$ cat config.mk
export PLATFORM = sky130hd
export DESIGN_NAME = cre_div_cell
export DESIGN_NICKNAME = d
export VERILOG_FILES = /design/src/cre_div_cell.sv
export SDC_FILE = /design/constraint.sdc
export NUM_CORES = 1
export LEC_CHECK = 0
export CORE_AREA = 2 2 142 144
export CTS_CLUSTER_DIAMETER = 150
export CTS_CLUSTER_SIZE = 30
export DETAILED_ROUTE_END_ITERATION = 6
export DIE_AREA = 0 0 144 146
export DONT_BUFFER_PORTS = 1
export PLACE_DENSITY = 0.66
export SLEW_MARGIN = 40
export SYNTH_ARGS = -nofsm -noshare
export SYNTH_HDL_FRONTEND = slang
export SYNTH_SLANG_ARGS = --single-unit
export TNS_END_PERCENT = 50
$ cat constraint.sdc
create_clock -name clk -period 3.6 [get_ports clk]
set_clock_uncertainty 0.15 [all_clocks]
set_input_delay 0.72 -clock clk [delete_from_list [all_inputs] [get_ports clk]]
set_output_delay 0.72 -clock clk [all_outputs]
set_load 0.05 [all_outputs]
$ cat src/cre_div_cell.sv
`default_nettype none

module cre_div_cell #(
    parameter int unsigned REM_W = 64,
    parameter int unsigned QUO_W = 30
) (
    input  wire logic             clk,
    input  wire logic             en,
    input  wire logic [REM_W-1:0] rem_in,
    input  wire logic [REM_W-1:0] den_in,
    input  wire logic             nbit,
    input  wire logic [QUO_W-1:0] quo_in,
    output logic      [REM_W-1:0] rem_out,
    output logic      [REM_W-1:0] den_out,
    output logic      [QUO_W-1:0] quo_out
);

    logic [REM_W-1:0] rem_reg;
    logic [REM_W-1:0] den_reg;
    logic [QUO_W-1:0] quo_reg;
    logic [REM_W-1:0] rem_next;
    logic [QUO_W-1:0] quo_next;
    logic [REM_W-1:0] t;
    logic             ge;

    always_comb
    begin
        t        = {rem_in[REM_W-2:0], nbit};
        ge       = (t >= den_in);
        rem_next = ge ? (t - den_in) : t;
        quo_next = {quo_in[QUO_W-2:0], ge};
    end

    always_ff @(posedge clk)
    begin
        if (en)
        begin
            rem_reg <= rem_next;
            den_reg <= den_in;
            quo_reg <= quo_next;
        end
    end

    assign rem_out = rem_reg;
    assign den_out = den_reg;
    assign quo_out = quo_reg;

endmodule

`default_nettype wire

# Word level (Yosys, flattened, before mapping)
# Index checks and enable logic that the tools add are counted.
[totals]
ff_bits = 158
inputBits = 161
output_inout_bits = 158
elab_cells = 6
[classes]
addsub = 1
n_lt_le_gt_ge = 1
muxes = 1
[op_table]
columns = ["op", "n"]
rows = [
  ["$ge 64x64->1", 1],
  ["$mux 64", 1],
  ["$sub 64x64->64", 1],
]

# Logic depth before layout (Yosys ltp)
[logic_depth]
depth_word = 2
ltp_mapped = 14
ltp_nobuf = 13

# Worst setup path before layout
# No wires, ideal clock.
[synth_path]
path_type = "input port to flip-flop"
startpoint = "input nbit"
endpoint = "register rem_reg[56] (netlist: rem_out[56]) (data pin)"
setup_ps = 174
t_arrival_ps = 3452
required_ps = 3276
slack_ps = -177
path_stages = 13
path_buffers = 0
path_cell_list = "inv_1 > ha_1 > fa_1 > nand2b_1 > a21oi_1 > o2111ai_1 > o21ai_1 > a21oi_1 > o31ai_1 > a41oi_1 > a21boi_1 > mux2_2 > a311oi_1"
[synth_between]
elab_chain_len = 2
elab_cells_between_ends = 3
classes_between = "add/sub (1); order compare (1); mux (1)"
[synth_lines]
columns = ["element", "line_no", "source"]
rows = [
  ["from (decl)", "11", "input wire logic nbit,"],
  ["$sub 64x64->64 / $ge 64x64->1 (equally long branches)", "30, 29", ""],
  ["$mux 64 (*)", "30", "rem_next = ge ? (t - den_in) : t;"],
  ["named net rem_next[56]", "21", "logic [REM_W-1:0] rem_next;"],
  ["to (signal assigned)", "38", "rem_reg <= rem_next;"],
  ["to (decl)", "18", "logic [REM_W-1:0] rem_reg;"],
]
# Mark *: on every way through the listed nets, which the timed path passes. The rest lies on a longest branch.
# A chain may end at the register's enable or synchronous reset.

# Worst setup path after layout
[layout_path]
startpoint = "input nbit"
endpoint = "register rem_reg[13] (netlist: rem_out[13]) (data pin)"
# Same word-level chain as after synthesis.

==> results.md <==
- CTS root buf: clkbuf_16
- WS Path Type: primary input to flip-flop
- Clk sink count: 158
- Tcrit/Tclk final: 0.972
- Syn Inst Count: 961
- Fill count: 1647
- DR vias: 7483
- First-pass DRT Iterations: 5
- WL/cell: 17.9 um
- Crit path max fanout: approximately 70
- Grt total ovfl: 0
- Place WS: -0.429 ns
- Synth warnings: 0
- Dpl hpwl: between 15000 and 20000 um
- Slew @ Worst Pin: 0.604 ns
- Mean cell area of the mapped netlist: 9.93 sq um
- Pwr/cell area: approximately 520 nW/um^2
- Port bufs: 0
- Layout cells sized above 1: 0.172
- Endpoints failing setup: 0
- Nets: 1291
- Initial Util: 0.494
- Final Hold Fails: 0
- HP Class: primary input to flip-flop
- Fraction of registers with async set/reset: 0
- Clock Path Buffers: 2
- Via/cell ratio: 5.58
- Ant. Diodes: 0
- Full die area: 21000 sq um
- Final min period: roughly 3.5 ns
- Fin cells: 1342
- Worst VDD drop: between 200 and 300 uV
- Die Span Y: 146 um
- Unrepaired setup endpoints after global routing: false
- Register area share after synthesis: 0.497
- CP Capture Type: flip-flop
- Post-synth EDFFs: around 160
- Area contributors post-synth: edfxtp_1, ha_1, o21ai_0, nand2_1, a21oi_1
- Commonest cells after routing, fill and taps aside: edfxtp_1, buf_4, nand2_1
- Initial DRC count: 467
- Yosys reg bits: 158
- P&R area growth vs syn: 18.9%
- Commonest non-fill, non-tap cell in the layout: edfxtp_1
- Status: completed
- WP data arrival: around 3.5 ns
- Synth area leader: edfxtp_1
- Post-synth top area share: 0.497
- Setup crit start kind: primary input
- Pleak: 4.59 nW
- Row Count: 51
- Hold_buf cts: 0
- First-pass GRT wire length: about 37000 um
- DP Area: 10700 sq um
- Cells after DPL: 1310
- H-tree depth: 4
- Worst rel slew slack: 0.595
- Post-layout worst setup margin: 0.0994 ns
- Largest net degree at the start of global routing: around 160
- TritonCTS Buffers: 17
- Syn nets: 1187
- Most used DFF post-synth: edfxtp_1
- Die width: 144 um
- Clk slew on worst S/H paths: 0.07 ns
- Core area: 19300 sq um
- Final instance area: 11300 sq um
- Worst endpoint required time: roughly 3.6 ns
- Post-Syn Area: approximately 9500 sq um
- Antenna viol nets, final: 0
- Max-cap violations: 0
- Vias in the first global route: 7337
- GRT Util Overall: 0.224
- Fmax achieved: 0.286 GHz
- Total Wirelength: 24000 um
- CTS tree: yes
- Fin. max-slew vios: 0
- Ports: 319
- Placer Congestion: 0.854
- Initial antenna violation count: 0
- Cell variety after synth: 59
- Hold Worst Slack: 0.231 ns
- Post-route DRC: 0
flip-flops by register name, indices dropped and copies added, names as in the netlist:
signal	count
rem_out	64
quo_out	30
den_out	64
metrics by stage:
stage               total power, mW   util  TNS, ns
global placement               4.14  0.553   -17.65
detailed placement             4.15  0.553   -20.26
floorplan                      3.75      -  -0.0513
global route                   6.14  0.587        0
finish                         5.88  0.587        0
CTS                            5.91  0.582        0
cells in the mapped netlist (8+ instances only):
cell type,number
xnor2_1,31
nor2b_1,9
edfxtp_1,158
nor3_1,14
nand4_1,20
a21oi_1,80
a21o_1,15
ha_1,64
o31ai_1,8
nand2_1,115
nand3_1,19
o21ai_0,103
inv_1,77
xor2_1,25
o21bai_1,14
nand2b_1,8
clkbuf_1,35
o21a_1,11
nor2_1,58
per-layer routing:
layer  vias to the layer above  share of wire  GRT usage
li1                       3707              -          -
met1                      3432           0.41      0.268
met2                       304           0.49      0.385
met3                        40          0.082     0.0661
met4                         0          0.020     0.0725
met5                         -              0          0
critical path: stages:
cell and delay [ns]:
inv_1 0.02, ha_1 0.19, fa_1 0.41, nand2b_4 0.17
a21oi_2 0.17, o2111ai_2 0.17, buf_4 0.18, o21ai_4 0.19
a21oi_4 0.10, buf_4 0.18, o31ai_4 0.29, a21oi_4 0.16
buf_12 0.23, mux2_2 0.30
repair_timing:
item,in CTS,in global routing
gates resized for setup,0,14
endpoints found under the setup margin,0,60
setup buffers,0,1
where the power goes:
group,internal (mW),switching [mW],total [mW]
logic,0.502,0.605,1.11
clock network,0.961,0.778,1.74
registers,2.29,0.749,3.03
path summary, 6_finish.rpt:
| kind | startpoint | end | slack (ns) | cells past startpoint |
|---|---|---|---|---|
| hold / removal | den_in[58] | den_out[58] | 0.23 | 0 |
| setup / recovery | nbit | rem_out[13] | 0.1 | 14 |
area by class of cell:
| type | instances | area (sq um) | area share |
|---|---|---|---|
| clock buffer | 17 | 425 | 0.0375 |
| clock inverter | 14 | 134 | 0.0118 |
| inverter | 78 | 297 | 0.0261 |
| multi-input combinational | 683 | 4450 | 0.392 |
| sequential | 158 | 4740 | 0.418 |
| tap | 265 | 332 | 0.0292 |
| timing repair buffer | 127 | 970 | 0.0854 |
cell families (layout without fill, tap and decap cells):
logic type                 after synthesis  after routing  synth area share
AOI/OAI and AO/OA                      282            282             0.175
xor gates and xnor gates                56             56            0.0514
adders and majority gates               65             65            0.0860
buffers and inverters                  120            236            0.0488
DFF                                    158            158             0.497
muxes                                    7              7           0.00813
and+or+nand+nor                        273            273             0.134
No activity file was read; power rests on OpenSTA's default activity.
