--- src/cre_sqrt_cell.sv ---
`default_nettype none

module cre_sqrt_cell (
    input  wire logic        clk,
    input  wire logic        en,
    input  wire logic [63:0] rad_in,
    input  wire logic [33:0] rem_in,
    input  wire logic [31:0] root_in,
    output logic      [63:0] rad_out,
    output logic      [33:0] rem_out,
    output logic      [31:0] root_out
);

    logic [63:0] rad_reg;
    logic [33:0] rem_reg;
    logic [31:0] root_reg;
    logic [63:0] rad_next;
    logic [33:0] rem_next;
    logic [31:0] root_next;
    logic [35:0] t;
    logic [35:0] trial;
    logic [35:0] diff;
    logic        ge;

    always_comb
    begin
        t         = {rem_in, rad_in[63:62]};
        trial     = {2'b00, root_in, 2'b01};
        diff      = t - trial;
        ge        = (t >= trial);
        rem_next  = ge ? diff[33:0] : t[33:0];
        root_next = {root_in[30:0], ge};
        rad_next  = {rad_in[61:0], 2'b00};
    end

    always_ff @(posedge clk)
    begin
        if (en)
        begin
            rad_reg  <= rad_next;
            rem_reg  <= rem_next;
            root_reg <= root_next;
        end
    end

    assign rad_out  = rad_reg;
    assign rem_out  = rem_reg;
    assign root_out = root_reg;

endmodule

`default_nettype wire

--- config.mk ---
export PLATFORM = sky130hd
export DESIGN_NAME = cre_sqrt_cell
export DESIGN_NICKNAME = d
export VERILOG_FILES = /design/src/cre_sqrt_cell.sv
export SDC_FILE = /design/constraint.sdc
export NUM_CORES = 1
export LEC_CHECK = 0
export BUFFER_PORTS_ARGS = -buffer_cell sky130_fd_sc_hd__buf_2
export CORE_ASPECT_RATIO = 1.4
export CORE_MARGIN = 1.5
export CORE_UTILIZATION = 49
export CTS_CLUSTER_DIAMETER = 30
export DETAILED_ROUTE_END_ITERATION = 6
export HOLD_SLACK_MARGIN = 0.06
export PLACE_DENSITY = 0.92
export SKIP_LAST_GASP = 1
export SYNTH_ARGS = -nofsm -noshare
export SYNTH_HDL_FRONTEND = slang
export SYNTH_SLANG_ARGS = --single-unit
export TNS_END_PERCENT = 20
--- constraint.sdc ---
create_clock -name clk -period 3.1 [get_ports clk]
set_input_delay 0.31 -clock clk [delete_from_list [all_inputs] [get_ports clk]]
set_output_delay 0.31 -clock clk [all_outputs]
set_load 0.03 [all_outputs]
# [Yosys cells after proc, flatten, opt, wreduce, memory -nomap -nowiden]
# Index checks and enable logic that the tools add are counted.
[classes] order_cmp=1 addsub=1 n_mux=1
[ops] op="36-bit by 34-bit >= comparator with 1-bit output" n=1
[ops] op="34-bit 2-to-1 mux" n=1
[ops] op="34-bit subtractor" n=1
[totals] wordCells=6 out_inout_bits=130 in_bits=132 ff_bits=128

# [Logic depth before layout (Yosys ltp)]
# Gate-level depths: netlist of run 1.
[depth] ltp_word=2 mapped_depth=13 depth_no_buf=10

# [Least setup slack after synthesis of run 1]
# No wires, ideal clock.
[synth_timing] kind="in2reg" start="input root_in[9]" end="register rem_reg[27] (netlist: rem_out[27]) (data pin)" stages=10 path_buffers=0 slack_ns=0.547 required_time_ns=2.840 arrival_time_ns=2.292 path_cell_list="inv_1 ha_1 a21o_1 a31o_1 a211oi_4 o211ai_2 a21bo_2 mux2i_1 o221ai_1 mux2_4"
[synth_between] elab_chain_cells=2 elab_cells_between_ends=3 cone_classes="1 x add/sub; 1 x order compare; 1 x mux"
[synth_rtl] element="start: declaration" line="8" text="input wire logic [31:0] root_in,"
[synth_rtl] element="34-bit subtractor / 36-bit by 34-bit >= comparator with 1-bit output (equally long branches)" line="29, 30"
[synth_rtl] element="34-bit 2-to-1 mux *" line="31" text="rem_next = ge ? diff[33:0] : t[33:0];"
[synth_rtl] element="net rem_next[27]" line="18" text="logic [33:0] rem_next;"
[synth_rtl] element="end signal: assignment" line="41" text="rem_reg <= rem_next;"
[synth_rtl] element="end: declaration" line="15" text="logic [33:0] rem_reg;"
# The timed path passes the listed nets; every way through them passes the cells marked *.
# A chain may end at the register's enable or synchronous reset.

# [Worst setup path after layout of run 1]
[layout_timing] start="input rem_in[15]" end="register rem_reg[2] (netlist: rem_out[2]) (data pin)"
[layout_between] elab_chain_cells=2
[layout_rtl] element="start: declaration" line="7" text="input wire logic [33:0] rem_in,"
[layout_rtl] element="36-bit by 34-bit >= comparator with 1-bit output" line="30" text="ge = (t >= trial);"
[layout_rtl] element="34-bit 2-to-1 mux" line="31"
[layout_rtl] element="net rem_next[2]" line="18"
# The timed path passes the listed nets, and every way through them passes these cells.

==> results of run 1 <==
-- cell usage in the layout, fill, tap and decap left out, types with 3 or more instances in the layout --
master / count
a31oi_1: 4
and3_2: 3
a21oi_1: 28
and2_1: 3
xor2_1: 13
nand2b_1: 5
buf_2: 258
xnor2_1: 14
clkinvlp_4: 3
o41ai_2: 3
inv_1: 42
o21ai_1: 4
nand3_1: 6
dlygate4sd3_1: 9
a21o_1: 19
o21ai_0: 41
o31ai_1: 4
nor2_1: 18
nand2_1: 58
nand4_1: 6
nor3_1: 10
ha_1: 34
mux2i_1: 4
clkbuf_16: 17
inv_6: 5
buf_4: 13
edfxtp_1: 128
inv_8: 3
-- worst paths after layout --
kind	depth (start not counted)	endpoint
setup / recovery	10	rem_out[2]
hold / removal	1	rad_out[39]
-- power by group through the flow --
stage               clock network (mW)  registers [mW]  logic (mW)
floorplan                            0            2.56       0.426
global placement                     0            2.19        1.18
detailed placement                   0            2.20        1.20
CTS                               2.05            2.17        1.22
global route                      2.11            2.18        1.31
finish                            2.03            2.17        1.23
-- layout make-up --
class / count / area (um2) / area share, %
Sequential cell: 128 / 3840 / 45.2
Multi-Input combinational cell: 321 / 2220 / 26.1
Timing Repair Buffer: 281 / 1500 / 17.6
Clock buffer: 18 / 429 / 5.04
Tap cell: 150 / 188 / 2.21
Clock inverter: 14 / 169 / 1.99
Inverter: 43 / 163 / 1.91
-- per-layer routing --
layer / vias to the layer above / wire length [um]
met4: 0 / 709
met5: - / 0
met3: 53 / 1580
met2: 285 / 8910
met1: 2444 / 5790
li1: 2442 / -
-- state kept, by name, summed over array words and instances (netlist names) --
signal,cells
rem_out,34
rad_out,62
root_out,32
-- cell families after synthesis --
group / count (synthesis) / synth area share (%)
AO/OA/AOI/OAI: 133 / 14.8
adder cells (fa/ha/maj): 34 / 6.74
other: 1 / 0.0594
XOR/XNOR: 27 / 3.74
multiplexers: 5 / 0.872
buffers and inverters: 59 / 4.08
flip-flops: 128 / 60.9
AND/OR/NAND/NOR: 120 / 8.88
-- stage by stage --
step	util [%]	setup slack, ns	cells	hold WS, ns
after floorplan	-	0.547	508	0.409
after global placement	62.9	0.198	914	0.486
after detailed placement	62.9	0.164	914	0.488
after CTS	68.4	0.583	954	0.0604
after global routing	68.4	0.405	955	0.0603
final	68.4	0.528	955	0.0717
-- worst max-delay path, stage by stage --
cell      delay [ns]
buf_2           0.11
ha_1            0.39
a21o_1          0.26
a221oi_1        0.32
o31a_1          0.23
o221ai_1        0.17
a211oi_1        0.22
o21a_2          0.20
buf_4           0.31
o21ai_0         0.17
==> out/qor.txt, run 1 <==
clock root buffer: clkbuf_16
Vias per Instance: 5.47
Sink Count: 128
final worst-path cycle share: 83.0%
Syn-to-layout area delta: 34.8%
FP Rows: 48
fin crit period: 2.57 ns
nets: 958
#FFs+latches synth: 128
register area share after synthesis: 60.9%
clock-pin slew on the worst setup and hold paths: 0.06 ns
die span in y: 137 um
Synth top area share: 60.9%
via count: 5224
initial core utilization: 50.8%
First-pass DRT Iterations: 7
setup violators final: 0
critical path data arrival time: 2.71 ns
Final Slew Violations: 0
final antenna diode count: 0
# hold bufs at CTS: 8
largest net degree at the start of global routing: 129
GRT busiest layer: met2
grt met1 use: 24.8%
gpl congestion: 0.919
Clock power frac: 37.4%
most area-consuming cells after synthesis: edfxtp_1 (61%), ha_1 (6.7%), nand2_1 (3.4%)
switching fraction of total power: 31.0%
DRC: 26
CTS tree: yes
Worst Setup Start Kind: input port
Total Die Area: 13600 um2
H-tree levels: 4
number of global-route vias before repair: 5220
First DRT Iteration DRCs: 344
Hold Crit Class: in -> reg
internal power: 3.74 mW
Die W: 98.9 um
Gate Count Post-Synth: 507
top-count cell post-synth: edfxtp_1
Async SR Flop Fraction: 0%
grt met3 use: 8.12%
WP data required: 3.24 ns
Max-cap violations: 0
initial antenna violation count: 0
Port Buffers: 259
I/O pins: 262
Hold Vio Cnt, Final: 0
Leak Pwr: 3.84 nW
Worst-Margin Slew: 0.692 ns
total CTS buffers: 17
Setup Fix Bufs, Post-CTS: 0
HP Start: rad_in[37]
yosys warns: 0
synth cell count leaders: edfxtp_1 (128), nand2_1 (58), inv_1 (42), o21ai_0 (41), ha_1 (34)
Gate power share: 22.6%
run status: finished, violations left
Mapped Area: 6310 um2
CP Max Fanout: 34
achievable clock frequency: 389 MHz
core area: 12400 um2
Power Dens Cells: 637 nW/um2
Post-synth EDFFs: 128
most used flip-flop cell after synthesis: edfxtp_1
met2 GRT Util: 44.9%
CP Class: in -> reg
crit path from: rem_in[15]
first-pass GRT wire length: 25600 um
DPL Wire Length: 12700 um
peak supply drop: 0.342 mV
Final ANT Viol Nets: 0
wire per inst: 17.8 um
failing checks: DRC
CP Capture Type: flop
GRT Util Overall: 24.8%
NetSw: 1.68 mW
RSZ-0062 raised after global routing: false
relative slew slack: 53.9%
post-CTS sizing: 0
post-synth top area cell: edfxtp_1
final WL: 17000 um
FILL cells: 904
TNS Setup: 0 ns
Post-Place Cell Area: 7820 um2
share of cells above drive strength 1: 40.5%
Mean Syn Cell Area: 12.5 um2
sequential share of power: 40.0%
GR Overflow Total: 0
design area: 8510 um2
Synth cell types: 62
Pwr Total: 5.42 mW
Max clock buf depth: 2
No activity file was read; power rests on OpenSTA's default activity.
==> run 2: changes to the inputs <==
- clock period: 3.1 -> 2.7 ns (I/O delays scaled with it)
==> run 2 against run 1 <==
Effect of this change: the run still ends with DRC left; final area grew 14%; sequential cell count unchanged; setup slack worse by 0.51 ns; via count is 13% higher; first-iteration DRC count rose by 28%; clock power grew 9.9%; die area unchanged; non-clock buffer count rose by 123; sequential power increased by 15%; count of clock-buffer cells in the layout did not move; critical path depth is 1 higher.
==> out/qor.txt, run 2 (synthesis results as in run 1) <==
Worst Setup Start Kind: input port (unchanged)
gpl congestion: 0.911 (was 0.919)
commonest non-fill, non-tap cell in the layout: buf_2 (unchanged)
FP Rows: 48 (unchanged)
final WL: 20500 um (was 17000 um)
core area: 12400 um2 (unchanged)
Register Area: 3840 um2 (unchanged)
Die W: 98.9 um (unchanged)
Setup Fix Bufs, Post-CTS: 0 (unchanged)
Sink Count: 128 (unchanged)
initial antenna violation count: 1 (was 0)
Hold Path End: rad_out[33] (was rad_out[39])
HP Start: rad_in[31] (was rad_in[37])
DRC: 26 (unchanged)
Post-Place Cell Area: 8180 um2 (was 7820 um2)
achievable clock frequency: 374 MHz
Post-Place Worst Slack: -0.0792 ns (was 0.164 ns)
via count: 5879 (was 5224)
Max clock buf depth: 2 (unchanged)
Final Slew Violations: 0 (unchanged)
initial core utilization: 50.8% (unchanged)
Pwr Total: 6.38 mW (was 5.42 mW)
failing checks: DRC (unchanged)
nets: 1081 (was 958)
clock root buffer: clkbuf_16 (unchanged)
Hold Crit Class: in -> reg (unchanged)
TNS Setup: 0 ns (unchanged)
Syn-to-layout area delta: 54.3% (was 34.8%)
die span in y: 137 um (unchanged)
Multi-input gate area: 2280 um2 (was 2220 um2)
design area: 9740 um2 (was 8510 um2)
First DRT Iteration DRCs: 441 (was 344)
largest net degree at the start of global routing: 68 (was 129)
share of cells above drive strength 1: 40.6% (was 40.5%)
Vias per Instance: 5.45 (was 5.47)
Total Die Area: 13600 um2 (unchanged)
setup violators final: 0 (unchanged)
I/O pins: 262 (unchanged)
Power Dens Cells: 655 nW/um2 (was 637 nW/um2)
final worst-path cycle share: 99.2%
clock-pin slew on the worst setup and hold paths: 0.06 ns (about the same)
CP Max Fanout: 9 (was 34)
H-tree levels: 4 (unchanged)
Final Core Density: 78.4% (was 68.4%)
Port Buffers: 259 (unchanged)
RSZ-0062 raised after global routing: true (was false)
Setup WS post-layout: 0.0228 ns (was 0.528 ns)
GR Overflow Total: 0 (unchanged)
total CTS buffers: 17 (unchanged)
Hold Vio Cnt, Final: 0 (unchanged)
GRT Util Overall: 29.5% (was 24.8%)
number of global-route vias before repair: 6042 (was 5220)
Leak Pwr: 4.38 nW (was 3.84 nW)
first-pass GRT wire length: 30500 um (was 25600 um)
Final ANT Viol Nets: 0 (unchanged)
CP Capture Type: flop (unchanged)
fin crit period: 2.68 ns
peak supply drop: 0.430 mV (was 0.342 mV)
DPL Wire Length: 13100 um (was 12700 um)
wire per inst: 19.0 um (was 17.8 um)
Max-cap violations: 0 (unchanged)
First-pass DRT Iterations: 7 (unchanged)
CTS tree: yes (unchanged)
run status: finished, violations left (unchanged)
critical path data arrival time: 2.82 ns (was 2.71 ns)
max reg flops: 62 (unchanged)
FILL cells: 700 (was 904)
WP data required: 2.85 ns (was 3.24 ns)
CP Class: in -> reg (unchanged)
most frequent cells in the layout: buf_2 (258), edfxtp_1 (128), dlygate4sd3_1 (92), nand2_1 (58), buf_4 (48) (was buf_2 (258), edfxtp_1 (128), nand2_1 (58), inv_1 (42), o21ai_0 (41))
cell depth of the worst hold path: 1 (unchanged)
-- run 2: final cells by class --
| class | instances | area share (%) |
|---|---|---|
| well taps | 150 | 1.93 |
| diodes | 1 | 0.0257 |
| flip-flops and latches | 128 | 39.5 |
| repair buffers | 404 | 27.6 |
| clock inverters | 14 | 1.49 |
| inverters | 43 | 1.67 |
| multi-input cells | 321 | 23.4 |
| clock buffers | 18 | 4.41 |
-- run 2: how the worst max path moves through the flow --
stage | from | slack, ns | depth (start not counted) | end
2_1_floorplan | root_in[9] | 0.19 | 10 | rem_out[27]
5_1_grt | root_in[22] | -0.06 | 12 | rem_out[31]
3_3_place_gp | rem_in[3] | -0.02 | 10 | rem_out[26]
4_1_cts | root_in[26] | 0.02 | 13 | rem_out[26]
6_report | root_in[22] | 0.02 | 11 | rem_out[31]
3_5_place_dp | root_in[4] | -0.08 | 11 | rem_out[33]
-- run 2: report_power, final --
part,switching (mW),leakage (nW),internal [mW],total [mW]
Clock,0.933,0.266,1.30,2.23
Combinational,1.02,2.86,0.632,1.66
Sequential,0.0590,1.25,2.43,2.49
-- run 2: what timing repair did --
item | 4_1_cts | 5_1_grt
hold endpoints to repair | 92 | 0
endpoints found under the setup margin | 0 | 33
resized for setup | 0 | 15
hold buffers | 92 | 0
-- run 2: worst max-delay path, cell delays in order --
cell,delay [ns]
dlygate4sd3_1,0.53
buf_2,0.13
inv_1,0.06
ha_2,0.34
a21o_1,0.24
a21oi_1,0.29
o21ai_1,0.18
a21oi_2,0.24
a21oi_1,0.11
o31ai_1,0.30
o31ai_2,0.12
-- run 2: metrics by stage --
| stage | std cells | hold WS, ns |
|---|---|---|
| 6_report | 1079 | 0.0856 |
| 5_1_grt | 1079 | 0.0704 |
| 4_1_cts | 1078 | 0.0667 |
| 3_5_place_dp | 954 | 0.448 |
| 3_3_place_gp | 954 | 0.446 |
| 2_1_floorplan | 508 | 0.369 |
-- run 2: metal layers --
metal  vias up  track usage [%]  share of wire (%)
met5         -                0                  0
met1      2761             30.2                 35
met2       360             56.3                 54
li1       2691                -                  -
met3        67             7.41                7.9
met4         0             12.7                3.6
